--- src/rtl/tad_pkg.sv ---
// ----------------------------------------------------------------------------
// tad_pkg
// Shared types and codes for the teletext attribute decoder: cell kinds,
// graphics modes, the row attribute record and the decoded cell record.
// ----------------------------------------------------------------------------
package tad_pkg;

  // Default geometry and glyph offset.
  localparam int ROW_CELLS_DEF    = 40;
  localparam int PAGE_ROWS_DEF    = 25;
  localparam int GLYPH_OFFSET_DEF = 128;

  // Cell kinds.
  localparam logic [1:0] KIND_BLANK  = 2'd0;
  localparam logic [1:0] KIND_GLYPH  = 2'd1;
  localparam logic [1:0] KIND_MOSAIC = 2'd2;

  // Graphics modes.
  localparam logic [1:0] MODE_ALPHA  = 2'd0;
  localparam logic [1:0] MODE_CONTIG = 2'd1;
  localparam logic [1:0] MODE_SEPAR  = 2'd2;

  // Colors.
  localparam logic [2:0] COLOR_BLACK = 3'd0;
  localparam logic [2:0] COLOR_WHITE = 3'd7;

  // Control code boundaries.
  localparam logic [7:0] CODE_ALPHA_BASE  = 8'h80;
  localparam logic [7:0] CODE_MOSAIC_BASE = 8'h90;
  localparam logic [7:0] CODE_HEIGHT_LO   = 8'h8C;
  localparam logic [7:0] CODE_HEIGHT_HI   = 8'h8D;
  localparam logic [7:0] CODE_CONTIG      = 8'h99;
  localparam logic [7:0] CODE_SEPAR       = 8'h9A;
  localparam logic [7:0] CODE_BLACK_BACK  = 8'h9C;
  localparam logic [7:0] CODE_NEW_BACK    = 8'h9D;
  localparam logic [7:0] CODE_HOLD_OFF    = 8'h9E;
  localparam logic [7:0] CODE_HOLD_ON     = 8'h9F;
  localparam logic [7:0] CODE_PRINT_BASE  = 8'hA0;
  localparam logic [7:0] CODE_CAPS_LO     = 8'hC0;
  localparam logic [7:0] CODE_CAPS_HI     = 8'hDF;

  // Row attributes kept from cell to cell.
  typedef struct packed {
    logic [2:0] fore;
    logic [2:0] back;
    logic [1:0] mode;
    logic       height;
    logic       hold;
  } tad_attr_t;

  localparam tad_attr_t ATTR_ROW_RESET = '{
    fore:   COLOR_WHITE,
    back:   COLOR_BLACK,
    mode:   MODE_ALPHA,
    height: 1'b0,
    hold:   1'b0
  };

  // One decoded cell, without its position.
  typedef struct packed {
    logic [1:0] kind;
    logic [6:0] glyph;
    logic [5:0] sixels;
    logic       separated;
    logic [2:0] fore;
    logic [2:0] back;
    logic       height;
    logic       hold;
  } tad_cell_t;

endpackage

--- src/rtl/tad_in_if.sv ---
// ----------------------------------------------------------------------------
// tad_in_if
// Input channel: one teletext page byte per transfer.
// ----------------------------------------------------------------------------
interface tad_in_if;
  logic       valid;
  logic       ready;
  logic [7:0] code_byte;

  modport source (output valid, output code_byte, input ready);
  modport sink (input valid, input code_byte, output ready);
endinterface

--- src/rtl/tad_out_if.sv ---
// ----------------------------------------------------------------------------
// tad_out_if
// Result channel: one decoded cell per transfer.
// ----------------------------------------------------------------------------
interface tad_out_if;
  logic       valid;
  logic       ready;
  logic [1:0] cell_kind;
  logic [6:0] glyph_code;
  logic [5:0] sixel_mask;
  logic       separated;
  logic [2:0] fore_colour;
  logic [2:0] back_colour;
  logic       double_height;
  logic       hold_flag;
  logic [5:0] column;
  logic [4:0] row_number;

  modport source (
    output valid, output cell_kind, output glyph_code, output sixel_mask,
    output separated, output fore_colour, output back_colour,
    output double_height, output hold_flag, output column, output row_number,
    input ready
  );
  modport sink (
    input valid, input cell_kind, input glyph_code, input sixel_mask,
    input separated, input fore_colour, input back_colour,
    input double_height, input hold_flag, input column, input row_number,
    output ready
  );
endinterface

--- src/rtl/tad_cell_dec.sv ---
// ----------------------------------------------------------------------------
// tad_cell_dec
// Decodes one page byte against the current row attributes. Control codes
// update the attributes, and the updated set already applies to the
// control code's own (blank) cell.
// ----------------------------------------------------------------------------
module tad_cell_dec
  import tad_pkg::*;
#(
  parameter int GLYPH_OFFSET = GLYPH_OFFSET_DEF
) (
  input  logic [7:0] code_byte,
  input  tad_attr_t  attr_i,
  output tad_attr_t  attr_o,
  output tad_cell_t  cell_o
);

  // Only the low seven bits of the offset matter for a modulo-128 result.
  localparam logic [6:0] GlyphOffLow = 7'(GLYPH_OFFSET % 128);

  logic is_control;
  logic is_caps;

  assign is_control = (code_byte < CODE_PRINT_BASE);
  assign is_caps    = (code_byte >= CODE_CAPS_LO) && (code_byte <= CODE_CAPS_HI);

  // Attribute update for control codes; anything else leaves them alone.
  always_comb begin
    attr_o = attr_i;
    unique case (code_byte) inside
      [8'h81:8'h87]: begin
        attr_o.mode = MODE_ALPHA;
        attr_o.fore = 3'(code_byte - CODE_ALPHA_BASE);
      end
      [8'h91:8'h97]: begin
        attr_o.mode = MODE_CONTIG;
        attr_o.fore = 3'(code_byte - CODE_MOSAIC_BASE);
      end
      CODE_HEIGHT_LO:  attr_o.height = 1'b0;
      CODE_HEIGHT_HI:  attr_o.height = 1'b1;
      CODE_CONTIG:     attr_o.mode   = MODE_CONTIG;
      CODE_SEPAR:      attr_o.mode   = MODE_SEPAR;
      CODE_BLACK_BACK: attr_o.back   = COLOR_BLACK;
      CODE_NEW_BACK:   attr_o.back   = attr_i.fore;
      CODE_HOLD_OFF:   attr_o.hold   = 1'b0;
      CODE_HOLD_ON:    attr_o.hold   = 1'b1;
      default: ;
    endcase
  end

  // Cell contents: blank for controls, glyph in alpha mode or for the
  // capital range, mosaic sixels otherwise.
  always_comb begin
    cell_o           = '0;
    cell_o.separated = (attr_o.mode == MODE_SEPAR);
    cell_o.fore      = attr_o.fore;
    cell_o.back      = attr_o.back;
    cell_o.height    = attr_o.height;
    cell_o.hold      = attr_o.hold;
    if (is_control) begin
      cell_o.kind = KIND_BLANK;
    end else if (is_caps || (attr_i.mode == MODE_ALPHA)) begin
      cell_o.kind  = KIND_GLYPH;
      cell_o.glyph = code_byte[6:0] - GlyphOffLow;
    end else begin
      cell_o.kind   = KIND_MOSAIC;
      cell_o.sixels = {code_byte[6], code_byte[4:0]};
    end
  end

endmodule

--- src/rtl/teletext_attribute_decoder_core.sv ---
// ----------------------------------------------------------------------------
// teletext_attribute_decoder_core
// Serial teletext attribute decoder: page bytes in row-major order come in,
// one decoded cell with colors, flags and position goes out per byte.
//
//   Channel | Direction | Payload
//   in_ch   | sink      | code_byte
//   out_ch  | source    | cell_kind, glyph_code, sixel_mask, separated,
//           |           | fore_colour, back_colour, double_height,
//           |           | hold_flag, column, row_number
//
// One byte per cycle sustained while out_ch is ready; each byte passes the
// input register, then the result register, which offers its cell.
// The attribute and position registers update as a cell enters the result
// register, so consecutive bytes chain through them without bubbles.
// Synchronous active-low reset returns to row 0, column 0, white on black.
// A stalled result holds the pipeline; the input register still takes a
// byte while the result register is full and the input stage is empty.
// ----------------------------------------------------------------------------
module teletext_attribute_decoder_core
  import tad_pkg::*;
#(
  parameter int ROW_CELLS    = ROW_CELLS_DEF,
  parameter int PAGE_ROWS    = PAGE_ROWS_DEF,
  parameter int GLYPH_OFFSET = GLYPH_OFFSET_DEF
) (
  input  logic      clk,
  input  logic      rst_n,
  tad_in_if.sink    in_ch,
  tad_out_if.source out_ch
);

  localparam logic [5:0] LastCol = 6'(ROW_CELLS - 1);
  localparam logic [4:0] LastRow = 5'(PAGE_ROWS - 1);

  // Input stage.
  logic       s1_valid_r, s1_valid_nxt;
  logic [7:0] s1_byte_r;

  // Result stage.
  logic       out_valid_r, out_valid_nxt;
  tad_cell_t  out_cell_r;
  logic [5:0] out_col_r;
  logic [4:0] out_row_r;

  // Row state.
  tad_attr_t  attr_r, attr_nxt;
  logic [5:0] col_r, col_nxt;
  logic [4:0] row_r, row_nxt;

  logic       in_xfer;
  logic       advance;
  tad_attr_t  attr_upd;
  tad_cell_t  dec_cell;

  // Handshake: the input stage moves on when the result register is free.
  assign advance     = s1_valid_r && (!out_valid_r || out_ch.ready);
  assign in_ch.ready = !s1_valid_r || advance;
  assign in_xfer     = in_ch.valid && in_ch.ready;

  tad_cell_dec #(
    .GLYPH_OFFSET(GLYPH_OFFSET)
  ) u_dec (
    .code_byte(s1_byte_r),
    .attr_i   (attr_r),
    .attr_o   (attr_upd),
    .cell_o   (dec_cell)
  );

  // Next control and row state.
  always_comb begin
    s1_valid_nxt  = s1_valid_r;
    out_valid_nxt = out_valid_r;
    attr_nxt      = attr_r;
    col_nxt       = col_r;
    row_nxt       = row_r;
    if (in_xfer) begin
      s1_valid_nxt = 1'b1;
    end else if (advance) begin
      s1_valid_nxt = 1'b0;
    end
    if (advance) begin
      out_valid_nxt = 1'b1;
    end else if (out_ch.ready) begin
      out_valid_nxt = 1'b0;
    end
    if (advance) begin
      if (col_r == LastCol) begin
        col_nxt  = '0;
        attr_nxt = ATTR_ROW_RESET;
        row_nxt  = (row_r == LastRow) ? '0 : row_r + 5'd1;
      end else begin
        col_nxt  = col_r + 6'd1;
        attr_nxt = attr_upd;
      end
    end
  end

  // Control registers.
  always_ff @(posedge clk) begin
    if (!rst_n) begin
      s1_valid_r  <= 1'b0;
      out_valid_r <= 1'b0;
      attr_r      <= ATTR_ROW_RESET;
      col_r       <= '0;
      row_r       <= '0;
    end else begin
      s1_valid_r  <= s1_valid_nxt;
      out_valid_r <= out_valid_nxt;
      attr_r      <= attr_nxt;
      col_r       <= col_nxt;
      row_r       <= row_nxt;
    end
  end

  // Payload registers.
  always_ff @(posedge clk) begin
    if (in_xfer) begin
      s1_byte_r <= in_ch.code_byte;
    end
    if (advance) begin
      out_cell_r <= dec_cell;
      out_col_r  <= col_r;
      out_row_r  <= row_r;
    end
  end

  // Result channel.
  assign out_ch.valid         = out_valid_r;
  assign out_ch.cell_kind     = out_cell_r.kind;
  assign out_ch.glyph_code    = out_cell_r.glyph;
  assign out_ch.sixel_mask    = out_cell_r.sixels;
  assign out_ch.separated     = out_cell_r.separated;
  assign out_ch.fore_colour   = out_cell_r.fore;
  assign out_ch.back_colour   = out_cell_r.back;
  assign out_ch.double_height = out_cell_r.height;
  assign out_ch.hold_flag     = out_cell_r.hold;
  assign out_ch.column        = out_col_r;
  assign out_ch.row_number    = out_row_r;

endmodule
--- src/flat_wrapper.sv ---
// flat-port wrapper written by rule: the top's interface ports become plain ports
module teletext_attribute_decoder_core_flat import tad_pkg::*;
#(
  parameter int ROW_CELLS    = ROW_CELLS_DEF,
  parameter int PAGE_ROWS    = PAGE_ROWS_DEF,
  parameter int GLYPH_OFFSET = GLYPH_OFFSET_DEF
)
  (clk, rst_n, in_ch_valid, in_ch_code_byte, in_ch_ready, out_ch_valid, out_ch_cell_kind, out_ch_glyph_code, out_ch_sixel_mask, out_ch_separated, out_ch_fore_colour, out_ch_back_colour, out_ch_double_height, out_ch_hold_flag, out_ch_column, out_ch_row_number, out_ch_ready);
  tad_in_if in_ch_i ();
  tad_out_if out_ch_i ();
  input  logic clk;
  input  logic rst_n;
  input wire logic [$bits(in_ch_i.valid)-1:0] in_ch_valid;
  input wire logic [$bits(in_ch_i.code_byte)-1:0] in_ch_code_byte;
  output wire logic [$bits(in_ch_i.ready)-1:0] in_ch_ready;
  output wire logic [$bits(out_ch_i.valid)-1:0] out_ch_valid;
  output wire logic [$bits(out_ch_i.cell_kind)-1:0] out_ch_cell_kind;
  output wire logic [$bits(out_ch_i.glyph_code)-1:0] out_ch_glyph_code;
  output wire logic [$bits(out_ch_i.sixel_mask)-1:0] out_ch_sixel_mask;
  output wire logic [$bits(out_ch_i.separated)-1:0] out_ch_separated;
  output wire logic [$bits(out_ch_i.fore_colour)-1:0] out_ch_fore_colour;
  output wire logic [$bits(out_ch_i.back_colour)-1:0] out_ch_back_colour;
  output wire logic [$bits(out_ch_i.double_height)-1:0] out_ch_double_height;
  output wire logic [$bits(out_ch_i.hold_flag)-1:0] out_ch_hold_flag;
  output wire logic [$bits(out_ch_i.column)-1:0] out_ch_column;
  output wire logic [$bits(out_ch_i.row_number)-1:0] out_ch_row_number;
  input wire logic [$bits(out_ch_i.ready)-1:0] out_ch_ready;
  assign in_ch_i.valid = in_ch_valid;
  assign in_ch_i.code_byte = in_ch_code_byte;
  assign in_ch_ready = in_ch_i.ready;
  assign out_ch_valid = out_ch_i.valid;
  assign out_ch_cell_kind = out_ch_i.cell_kind;
  assign out_ch_glyph_code = out_ch_i.glyph_code;
  assign out_ch_sixel_mask = out_ch_i.sixel_mask;
  assign out_ch_separated = out_ch_i.separated;
  assign out_ch_fore_colour = out_ch_i.fore_colour;
  assign out_ch_back_colour = out_ch_i.back_colour;
  assign out_ch_double_height = out_ch_i.double_height;
  assign out_ch_hold_flag = out_ch_i.hold_flag;
  assign out_ch_column = out_ch_i.column;
  assign out_ch_row_number = out_ch_i.row_number;
  assign out_ch_i.ready = out_ch_ready;
  teletext_attribute_decoder_core #(.ROW_CELLS(ROW_CELLS), .PAGE_ROWS(PAGE_ROWS), .GLYPH_OFFSET(GLYPH_OFFSET)) u_core (.clk(clk), .rst_n(rst_n), .in_ch(in_ch_i), .out_ch(out_ch_i));
endmodule
--- config.mk ---
export PLATFORM = sky130hd
export DESIGN_NAME = teletext_attribute_decoder_core_flat
export DESIGN_NICKNAME = d
export VERILOG_FILES = /design/src/rtl/tad_pkg.sv /design/src/rtl/tad_in_if.sv /design/src/rtl/tad_out_if.sv /design/src/rtl/tad_cell_dec.sv /design/src/rtl/teletext_attribute_decoder_core.sv /design/src/flat_wrapper.sv
export SDC_FILE = /design/constraint.sdc
export NUM_CORES = 1
export LEC_CHECK = 0
export ABC_AREA = 1
export ABC_CLOCK_PERIOD_IN_PS = 2400
export BUFFER_PORTS_ARGS = -buffer_cell sky130_fd_sc_hd__buf_2
export CAP_MARGIN = 20
export CORE_MARGIN = 2
export CORE_UTILIZATION = 40
export CTS_CLUSTER_DIAMETER = 100
export DETAILED_ROUTE_END_ITERATION = 12
export PLACE_DENSITY = 0.65
export SLEW_MARGIN = 0
export SYNTH_ARGS = -nofsm -noshare
export SYNTH_HDL_FRONTEND = slang
export SYNTH_SLANG_ARGS = --single-unit
--- constraint.sdc ---
create_clock -name clk -period 2.4 [get_ports clk]
set_input_delay 0.72 -clock clk [delete_from_list [all_inputs] [get_ports clk]]
set_output_delay 0.72 -clock clk [all_outputs]
set_load 0.03 [all_outputs]
Word level (Yosys, flattened, before mapping)
Cells that the tools add are included.
{ "word_totals": {"latchBits": 0, "ramBits": 0, "register_bits": 66, "out_inout_bits": 37, "word_cells": 73, "in_bits": 12, "n_memories": 0, "mem_bits_ro": 0} }
{ "op_classes": {"n_mul": 0, "n_addsub": 4, "div_mod_pow": 0, "bitwise_logic": 1, "order_cmp": 7, "eq_ne": 11, "mux": 13, "reduce_logical": 17, "shift": 0} }
{ "ops": {"columns": ["cell", "count"], "rows": [
  ["$eq 8x8->1 const B", 8],
  ["$ge 8x8->1 const B", 3],
  ["$le 8x8->1 const B", 3],
  ["$pmux 3 s2", 2],
  ["$mux 10", 1],
  ["$lt 8x8->1 const B", 1],
  ["$add 6x1->6 const B", 1],
  ["$eq 6x6->1 const B", 1],
  ["$mux 6", 1],
  ["$pmux 2 s3", 1],
  ["$reduce_or 2->1", 3],
  ["$sub 3x1->3 const B", 2],
  ["$add 5x1->5 const B", 1],
  ["$eq 5x5->1 const B", 1],
  ["$logic_and 1x1->1", 5],
  ["$mux 5", 1],
  ["$mux 1", 4],
  ["$pmux 1 s2", 2],
  ["$reduce_bool 2->1", 2],
  ["$logic_or 1x1->1", 3],
  ["$eq 2x2->1 const B", 1],
  ["$logic_not 1->1", 2],
  ["$logic_not 2->1", 1],
  ["$mux 2", 1],
  ["other kinds (2)", 2]
]} }

Depth between registers and ports, before layout
Gate-level depths: netlist (run 1).
{ "logic_depth": {"depth_word": 6, "ltp_mapped": 10, "mapped_depth_nobuf": 10} }

Cells and area by module
From an unflattened synthesis (run 1), not the netlist that was laid out.
{ "hier_totals": {"hier_cells": 295, "hier_area_um2": 2950.3} }
{ "modules_own_cells": {"columns": ["module", "n_inst", "seq_area_each_um2", "area_per_inst_um2", "cells_each"], "rows": [
  ["teletext_attribute_decoder_core", 1, 1751.7, 2432.3, 191],
  ["tad_cell_dec", 1, 0.0, 518.0, 104]
]} }

Least setup slack after synthesis (run 1)
Ideal clock, no wire load.
{ "synth_path": {"kind": "input-to-reg", "from": "in out_ch_ready", "to": "reg u_core.col_r[0]", "t_required_ns": 2.314, "setup_time_ns": 0.086, "stages": 8, "t_arrival_ns": 1.849, "path_slack_ns": 0.465, "path_buffers": 0, "cell_sequence": "inv_1 nand2_1 nand2_2 inv_2 nand2_1 inv_2 nor2_1 a211oi_1"} }
{ "synth_via": {"elab_chain_cells": 2} }
{ "synth_rtl": {"columns": ["element", "line", "text"], "rows": [
  ["start, declared", "flat_wrapper.sv:27", "input wire logic [$bits(out_ch_i.ready)-1:0] out_ch_ready;"],
  ["$logic_or 1x1->1", "teletext_attribute_decoder_core.sv:57", "assign advance = s1_valid_r && (!out_valid_r || out_ch.ready);"],
  ["$logic_and 1x1->1", "teletext_attribute_decoder_core.sv:57", null],
  ["named net u_core.advance", "teletext_attribute_decoder_core.sv:52", "logic advance;"],
  ["end signal, assigned", "teletext_attribute_decoder_core.sv:111", "col_r <= col_nxt;"],
  ["end, declared", "teletext_attribute_decoder_core.sv:48", "logic [5:0] col_r, col_nxt;"]
]} }
The timed path passes the listed nets, and every way through them passes these cells.
A chain may end at the register's enable or synchronous reset.

Worst setup path after layout (run 1)
{ "layout_path": {"from": "in out_ch_ready", "to": "out in_ch_ready"} }
{ "layout_via": {"elab_chain_cells": 3} }
{ "layout_rtl": {"columns": ["element", "line", "text"], "rows": [
  ["$logic_or 1x1->1", "teletext_attribute_decoder_core.sv:57", null],
  ["$logic_and 1x1->1", "teletext_attribute_decoder_core.sv:57", null],
  ["$logic_or 1x1->1", "teletext_attribute_decoder_core.sv:58", "assign in_ch.ready = !s1_valid_r || advance;"],
  ["end, declared", "flat_wrapper.sv:15", "output wire logic [$bits(in_ch_i.ready)-1:0] in_ch_ready;"]
]} }
Every way passes these cells.

==> results_dict.tcl, run 1 <==
set metrics [dict create \
    status "finished clean" \
    vias 1882 \
    grt_antenna_before_repair 0 \
    numCtsBuffers 9 \
    wl_per_cell_um 12.17 \
    drv_cap 0 \
    antenna_left 0 \
    die_x_um 87.03 \
    setup_ws_ns 0.5076 \
    clk-insertion-delay-late_ns 0.35 \
    tightest_slew_ns 0.4814 \
    yosysMostFrequentCell "edfxtp_1" \
    fmax_mhz 528.4 \
    num_rows 30 \
    area_growth_syn_to_layout_pct 22.73 \
    finalSetupViolations 0 \
    p_total_mw 2.697 \
    synth_cells 250 \
    synthTopCellsByCount "43 x edfxtp_1, 33 x nand2_1, 27 x inv_1, 27 x nor2_1, 23 x dfxtp_1" \
    placed_area_mm2 0.003119 \
    cts_setup_buffers 0 \
    first_pass_iters 4 \
    required_ns 1.68 \
    grt_overflow_total 0 \
    cp_data_arrival_time_ns 1.17 \
    vias_per_cell 4.753 \
    design_area_mm2 0.003385 \
    min_period_ns 1.892 \
    cpPeakStageDelay_ns 0.20 \
    p_leak_nw 1.347 \
    rsz0062_at_grt "false" \
    coreArea_mm2 0.006719 \
    grt_max_degree 15 \
    synth_area_leaders "edfxtp_1 47%, dfxtp_1 17%, nand2_1 4.5%" \
    cp_common_cell "buf_2" \
    ios 49 \
    num-fill-cells 601 \
    clock-sinks 66 \
    rrSetupSlack_ns 0.84 \
    cts_hold_buf 0 \
    clk_path_buf_depth 2 \
    synth-async-reset-ratio_pct 0 \
    cts_resized 0 \
    grt_pass1_vias 1743 \
    power_density_mw_per_mm2 797.0 \
    maxSlewViolCount 0 \
    root_buffer "clkbuf_8" \
    synth.yosys.seq_area_share_pct 63.52 \
    port_buffers 48 \
    critPathSlowestCell "buf_2" \
    dieArea_mm2 0.007574 \
    synth_edf_count 43 \
    drive_gt1_share_pct 37.66 \
    hp-class "flop to flop" \
    diodes 0 \
    synthFlopType "edfxtp_1" \
    criticalPathCategory "primary input to primary output" \
    dp_hpwl_mm 3.529 \
    gp_congestion 0.8609 \
    finalCritPeriodShare_pct 78.85 \
    peakVddDrop_mv 0.3571 \
    drt_iter0_drc 80 \
    critPathMaxFanout 3 \
    ys_warn_count 0 \
    path_cells "buf_2, inv_1, nand3_1, buf_2" \
    syn_nets 265 \
    syn_area_mm2 0.002758 \
    grtUsageTotal_pct 14.52 \
    drc_errors 0 \
    synth_area_leader_cell "edfxtp_1" \
    dpl_worst_slack_ns 0.5075 \
    fp.dieH_um 87.03 \
    grt_pass1_wl_mm 8.162 \
    wl_mm 4.820 \
    cts_tree "done" \
    setup_tns_ns 0 \
    hold_viol_final 0 \
    start_kind "primary input" \
    synth_seq_cells 66 \
    cts.clk_slew.worst_paths_ns 0.07 \
    fin_util_pct 50.37 \
    finalClockSkew_ns 0.008105 \
    slew_headroom_pct 67.87 \
    nets 326 \
    crit_path_end_kind "primary output" \
    initial_core_util_pct 41.04 \
    htree_num_levels 3 \
    synth_top_area_share_pct 46.82 \
    synth.avg_cell_area_um2 11.03 \
    ys_types 32 \
]
-- state kept, by name, summed over array words and instances (netlist names) --
signal,count
u_core.out_ch.column,6
u_core.out_ch.cell_kind,2
u_core.s1_valid_r,1
u_core.out_ch.sixel_mask,6
u_core.s1_byte_r,8
u_core.out_ch.hold_flag,1
u_core.out_ch.valid,1
u_core.out_ch.separated,1
u_core.out_ch.double_height,1
u_core.out_ch.row_number,5
u_core.row_r,5
u_core.out_ch.fore_colour,3
u_core.attr_r,10
u_core.out_ch.back_colour,3
u_core.out_ch.glyph_code,7
u_core.col_r,6
-- cell usage in the layout, fill, tap and decap left out, drive strengths merged --
master | synthesis | routed
bufinv | 0 | 4
a31oi | 1 | 1
dfxtp | 23 | 23
edfxtp | 43 | 43
inv | 35 | 35
clkbuf | 1 | 9
buf | 1 | 52
nand3 | 10 | 10
xor2 | 2 | 2
nor3 | 5 | 5
o32ai | 1 | 1
nand4 | 6 | 6
nand2 | 48 | 48
o22ai | 1 | 1
a21oi | 20 | 20
clkinv | 1 | 4
o21bai | 1 | 1
o21ai | 13 | 13
nor2 | 34 | 34
ha | 3 | 3
a211oi | 1 | 1
-- kinds of logic after synthesis --
logic type                 share of synthesized area (%)
adders and majority gates                          1.361
AOI/OAI and AO/OA                                  9.846
xor gates and xnor gates                          0.6353
and+or+nand+nor                                    19.33
DFF                                                63.52
buffers and inverters                              5.309
-- critical path, delay by kind of cell --
kind	cells	cell delay (ns)
simple gates	1	0.10
buf+inv	3	0.35
-- metal layers --
layer  GRT usage, %  wire length [um]  vias to the layer above
li1               -                 -                      967
met1          18.82              2224                      857
met2          21.24              2213                       48
met3          5.213               258                       10
met4          7.670               123                        0
met5              0                 0                        -
-- per-stage QoR --
| stage | hold WS (ns) | instances |
|---|---|---|
| detailed placement | 0.4469 | 380 |
| global route | 0.4934 | 396 |
| global placement | 0.4460 | 380 |
| CTS | 0.4641 | 396 |
| finish | 0.4608 | 396 |
| floorplan | 0.4310 | 250 |
-- cell type report --
class	instances	area [um^2]	share of cell area, %
clock buffers	9	123.9	3.660
clock inverters	7	141.4	4.177
inverters	36	137.6	4.067
multi-input cells	146	859.6	25.40
flip-flops and latches	66	1752	51.76
well taps	80	100.1	2.957
repair buffers	52	270.3	7.985
-- path summary, 6_finish.rpt --
kind / startpoint / cells after the start / to
setup / recovery: out_ch_ready / 4 / in_ch_ready
hold / removal: u_core.col_r[4] / 0 / u_core.out_ch.column[4]
setup reg to reg: u_core.s1_byte_r[5] / 8 / u_core.out_ch.fore_colour[1]
hold reg to reg: u_core.col_r[4] / 0 / u_core.out_ch.column[4]
-- power by group --
| part | internal, mW | total, mW | switching (mW) |
|---|---|---|---|
| Sequential | 1.25 | 1.28 | 0.0234 |
| Combinational | 0.0539 | 0.199 | 0.146 |
| Clock | 0.795 | 1.22 | 0.426 |
| Total | 2.10 | 2.70 | 0.595 |
(Power assumes the default switching activity.)
==> inputs of run 2 (changes only) <==
Settings changed: ABC_CLOCK_PERIOD_IN_PS 2400 to 1750.
Clock period 2.4 ns to 1.75 ns, I/O delays scaled along.
==> results_dict.tcl, run 2 (synthesis gave the netlist of run 1 again) <==
set metrics [dict create \
    largest_register "u_core.attr_r" \
    finalCritPeriodShare_pct 91.62 \
    hold_start "in_ch_code_byte[6]" \
    switching_share_pct 23.68 \
    area_growth_syn_to_layout_pct 21.60 \
    dieArea_mm2 0.007574 \
    drt_iter0_drc 78 \
    dp_hpwl_mm 3.591 \
    peakVddDrop_mv 0.3947 \
    hp-class "primary input to flop" \
    ios 49 \
    clk-insertion-delay-late_ns 0.34 \
    cts_resized 0 \
    cts_hold_buf 0 \
    grt_antenna_before_repair 0 \
    initial_core_util_pct 41.04 \
    htree_num_levels 3 \
    clock-sinks 66 \
    layout_commonest_cell "buf_2" \
    wl_mm 4.859 \
    drive_gt1_share_pct 38.75 \
    final_cell_mix "48 x buf_2, 43 x edfxtp_1, 33 x nand2_1" \
    p_leak_nw 1.340 \
    crit_start "u_core.s1_byte_r[5]" \
    start_kind "flop" \
    first_pass_iters 4 \
    cts.clk_slew.worst_paths_ns 0.07 \
    combinationalPowerShare_pct 8.6 \
    cp_data_arrival_time_ns 1.69 \
    antenna_left 0 \
    crit_path_end_kind "flop" \
    reg2reg_from "u_core.s1_byte_r[5]" \
    coreArea_mm2 0.006719 \
    required_ns 1.84 \
    numCtsBuffers 9 \
    finalSetupViolations 0 \
    fp.dieH_um 87.03 \
    fmax_mhz 623.7 \
    grtUsageTotal_pct 14.02 \
    setup_tns_ns 0 \
    vias_per_cell 4.753 \
    largest_register_ffs 10 \
    p_sw_mw 0.7842 \
    final_cell_count_no_fill 400 \
    p_int_mw 2.528 \
    port_buffers 48 \
    clk_path_buf_depth 2 \
    rsz0062_at_grt "false" \
    diodes 0 \
    cts_tree "done" \
    seqPwrFrac_pct 52.9 \
    grt_pass1_vias 1740 \
    min_period_ns 1.603 \
    maxSlewViolCount 0 \
    grt_max_degree 15 \
    grt_pass1_wl_mm 8.010 \
    drc_errors 0 \
    finalClockSkew_ns 0.008024 \
    num_rows 30 \
    hold_viol_final 0 \
    power_density_mw_per_mm2 987.7 \
    critPathMaxFanout 6 \
    nets 330 \
    wl_per_cell_um 12.15 \
    gp_congestion 0.7660 \
    drv_cap 0 \
    slew_headroom_pct 77.30 \
    post-place-cells 384 \
    criticalPathCategory "flop to flop" \
    vias 1901 \
    root_buffer "clkbuf_8" \
    pwr-share-clk_pct 38.5 \
    timing.hold.ws_ns 0.3567 \
    tightest_slew_ns 0.3387 \
    grt_overflow_total 0 \
    cts_setup_buffers 0 \
    status "finished clean" \
    die_x_um 87.03 \
]
-- run 2: cell count changes in the layout (fill, tap and decap cells not counted), sizes merged --
cell / previous run / this run
clkinvlp: 0 / 1
buf: 52 / 56
bufinv: 4 / 1
clkbuf: 9 / 11
-- run 2: stage by stage --
stage | util (%) | instance area [um^2] | power (mW) | setup slack (ns)
global placement | 46.87 | 3149 | 2.067 | 0.1521
floorplan | - | 2758 | 1.977 | 0.009758
global route | 49.91 | 3353 | 3.440 | 0.005686
finish | 49.91 | 3353 | 3.312 | 0.1467
CTS | 49.91 | 3353 | 3.350 | 0.1389
detailed placement | 46.87 | 3149 | 2.071 | 0.1177
-- run 2: area by class of cell --
type                            count  area (um^2)
Fill cell                         605         3366
Sequential cell                    66         1752
Multi-Input combinational cell    146        859.6
Timing Repair Buffer               56        300.3
Clock buffer                       11        151.4
Inverter                           36        137.6
Tap cell                           80        100.1
Clock inverter                      5        52.55
-- run 2: path summary, 6_finish.rpt --
path | end | slack (ns) | cells after the start
hold reg to reg | u_core.out_ch.column[4] | 0.46 | 0
hold / removal | u_core.s1_byte_r[6] | 0.36 | 1
setup / recovery | u_core.out_ch.fore_colour[1] | 0.15 | 8
setup reg to reg | u_core.out_ch.fore_colour[1] | 0.15 | 8
-- run 2: power by group through the flow --
| stage | combinational [mW] | clock [mW] | sequential [mW] |
|---|---|---|---|
| 2_1_floorplan | 0.116 | 0 | 1.86 |
| 3_3_place_gp | 0.282 | 0 | 1.79 |
| 5_1_grt | 0.308 | 1.37 | 1.76 |
| 4_1_cts | 0.286 | 1.31 | 1.75 |
| 6_report | 0.284 | 1.28 | 1.75 |
| 3_5_place_dp | 0.286 | 0 | 1.79 |
-- run 2: metal layers --
layer  routed length, um  part of all wire (%)  track usage (%)
met4                 126                   2.6            8.239
met2                2137                    44            19.57
met5                   0                     0                0
met1                2395                    49            19.24
met3                 199                   4.1            4.076
-- run 2: worst max-delay path, cell delays in order (launching register included) --
cell and delay, ns:
edfxtp_1 0.46, nor2_2 0.22, nand2_4 0.10, nor2_2 0.17, nand2_2 0.09, nand2_4 0.11
nand2_2 0.06, o21ai_2 0.07, inv_1 0.07
==> inputs of run 3 (changes only) <==
Settings changed: CORE_UTILIZATION 40 to 44, PLACE_DENSITY 0.65 to 0.7.
==> results_dict.tcl, run 3 (synthesis gave the netlist of run 1 again) <==
set metrics [dict create \
    status "finished clean" \
    die_x_um 83.17 \
    required_ns 1.85 \
    p_total_mw 3.077 \
    power_density_mw_per_mm2 934.0 \
    vias_per_cell 4.822 \
    hold_viol_final 0 \
    grt_max_degree 26 \
    drive_gt1_share_pct 37.11 \
    clock-sinks 66 \
    critPathMaxFanout 6 \
    finalSetupViolations 0 \
    htree_num_levels 3 \
    clk_path_buf_depth 2 \
    clk-insertion-delay-late_ns 0.34 \
    root_buffer "clkbuf_8" \
    largest_register "u_core.attr_r" \
    drv_cap 0 \
    first_pass_iters 4 \
    fp.dieH_um 83.17 \
    start_kind "flop" \
    slew_headroom_pct 77.99 \
    layout_commonest_cell "buf_2" \
    grt_pass1_vias 1788 \
    reg2reg_from "u_core.s1_byte_r[5]" \
    largest_register_ffs 10 \
    initial_core_util_pct 46.03 \
    min_period_ns 1.589 \
    crit_start "u_core.s1_byte_r[5]" \
    hp-class "primary input to flop" \
    setup_tns_ns 0 \
    nets 328 \
    area_growth_syn_to_layout_pct 19.46 \
    grt_overflow_total 0 \
    coreArea_mm2 0.005991 \
    finalClockSkew_ns 0.01214 \
    num_rows 28 \
    hold_start "in_ch_code_byte[4]" \
    p_leak_nw 1.311 \
    grt_pass1_wl_mm 8.680 \
    drt_iter0_drc 157 \
    final_cell_mix "48 x buf_2, 43 x edfxtp_1, 33 x nand2_1" \
    dp_hpwl_mm 3.627 \
    maxSlewViolCount 0 \
    dpl_worst_slack_ns 0.1379 \
    drc_errors 0 \
    num-fill-cells 525 \
    cts_tree "done" \
    vias 1895 \
    cp_data_arrival_time_ns 1.69 \
    gp_congestion 0.8292 \
    antenna_left 0 \
    wl_mm 5.057 \
    crit_path_end_kind "flop" \
    finalCritPeriodShare_pct 90.78 \
    fmax_mhz 629.4 \
    rsz0062_at_grt "false" \
    cts.clk_slew.worst_paths_ns 0.07 \
    port_buffers 48 \
    dieArea_mm2 0.006916 \
    cts_hold_buf 0 \
    cts_resized 0 \
    diodes 0 \
    numCtsBuffers 9 \
    peakVddDrop_mv 0.4110 \
    grtUsageTotal_pct 15.99 \
    grt_antenna_before_repair 0 \
    setup_ws_ns 0.1613 \
    wl_per_cell_um 12.87 \
    cts_setup_buffers 0 \
    tightest_slew_ns 0.3284 \
    criticalPathCategory "flop to flop" \
    ios 49 \
]
-- run 3: final timing paths --
check	endpoint	slack (ns)	depth (start not counted)
setup / recovery	u_core.out_ch.fore_colour[2]	0.16	8
hold / removal	u_core.s1_byte_r[4]	0.36	1
hold reg to reg	u_core.out_ch.column[4]	0.47	0
setup reg to reg	u_core.out_ch.fore_colour[2]	0.16	8
-- run 3: per-stage QoR --
| stage | hold WS, ns | util [%] | cell area [um^2] | cells |
|---|---|---|---|---|
| 2_1_floorplan | 0.4310 | - | 2758 | 250 |
| 3_3_place_gp | 0.4445 | 52.42 | 3141 | 377 |
| 3_5_place_dp | 0.4540 | 52.42 | 3141 | 377 |
| 4_1_cts | 0.3477 | 54.99 | 3294 | 393 |
| 5_1_grt | 0.3496 | 54.99 | 3294 | 393 |
| 6_report | 0.3595 | 54.99 | 3294 | 393 |
-- run 3: layer usage --
layer | GRT usage (%) | wire (um) | vias up
li1 | - | - | 966
met1 | 22.14 | 2464 | 880
met2 | 22.51 | 2234 | 39
met3 | 3.479 | 221 | 10
met4 | 10.58 | 137 | 0
met5 | 0 | 0 | -
-- run 3: final cells by class --
class | count | area, um^2 | share of cell area, %
Sequential cell | 66 | 1752 | 53.17
Inverter | 36 | 137.6 | 4.178
Tap cell | 75 | 93.84 | 2.848
Clock inverter | 5 | 22.52 | 0.6836
Timing Repair Buffer | 54 | 297.8 | 9.039
Clock buffer | 11 | 131.4 | 3.988
Multi-Input combinational cell | 146 | 859.6 | 26.09
-- run 3: critical path, cell delays in order, from the launching register on --
cell and delay, ns:
edfxtp_1 0.44, nor2_2 0.24, nand2_2 0.11, nor2_2 0.14
nand2_2 0.09, nand2_4 0.12, nand2_2 0.06, o21ai_2 0.07
inv_1 0.07
-- run 3: power breakdown --
part           internal, mW  total, mW  leakage, nW  switching, mW
Clock                 0.497       1.04       0.0819          0.542
Combinational        0.0805      0.285        0.637          0.205
Sequential             1.72       1.75        0.591         0.0316
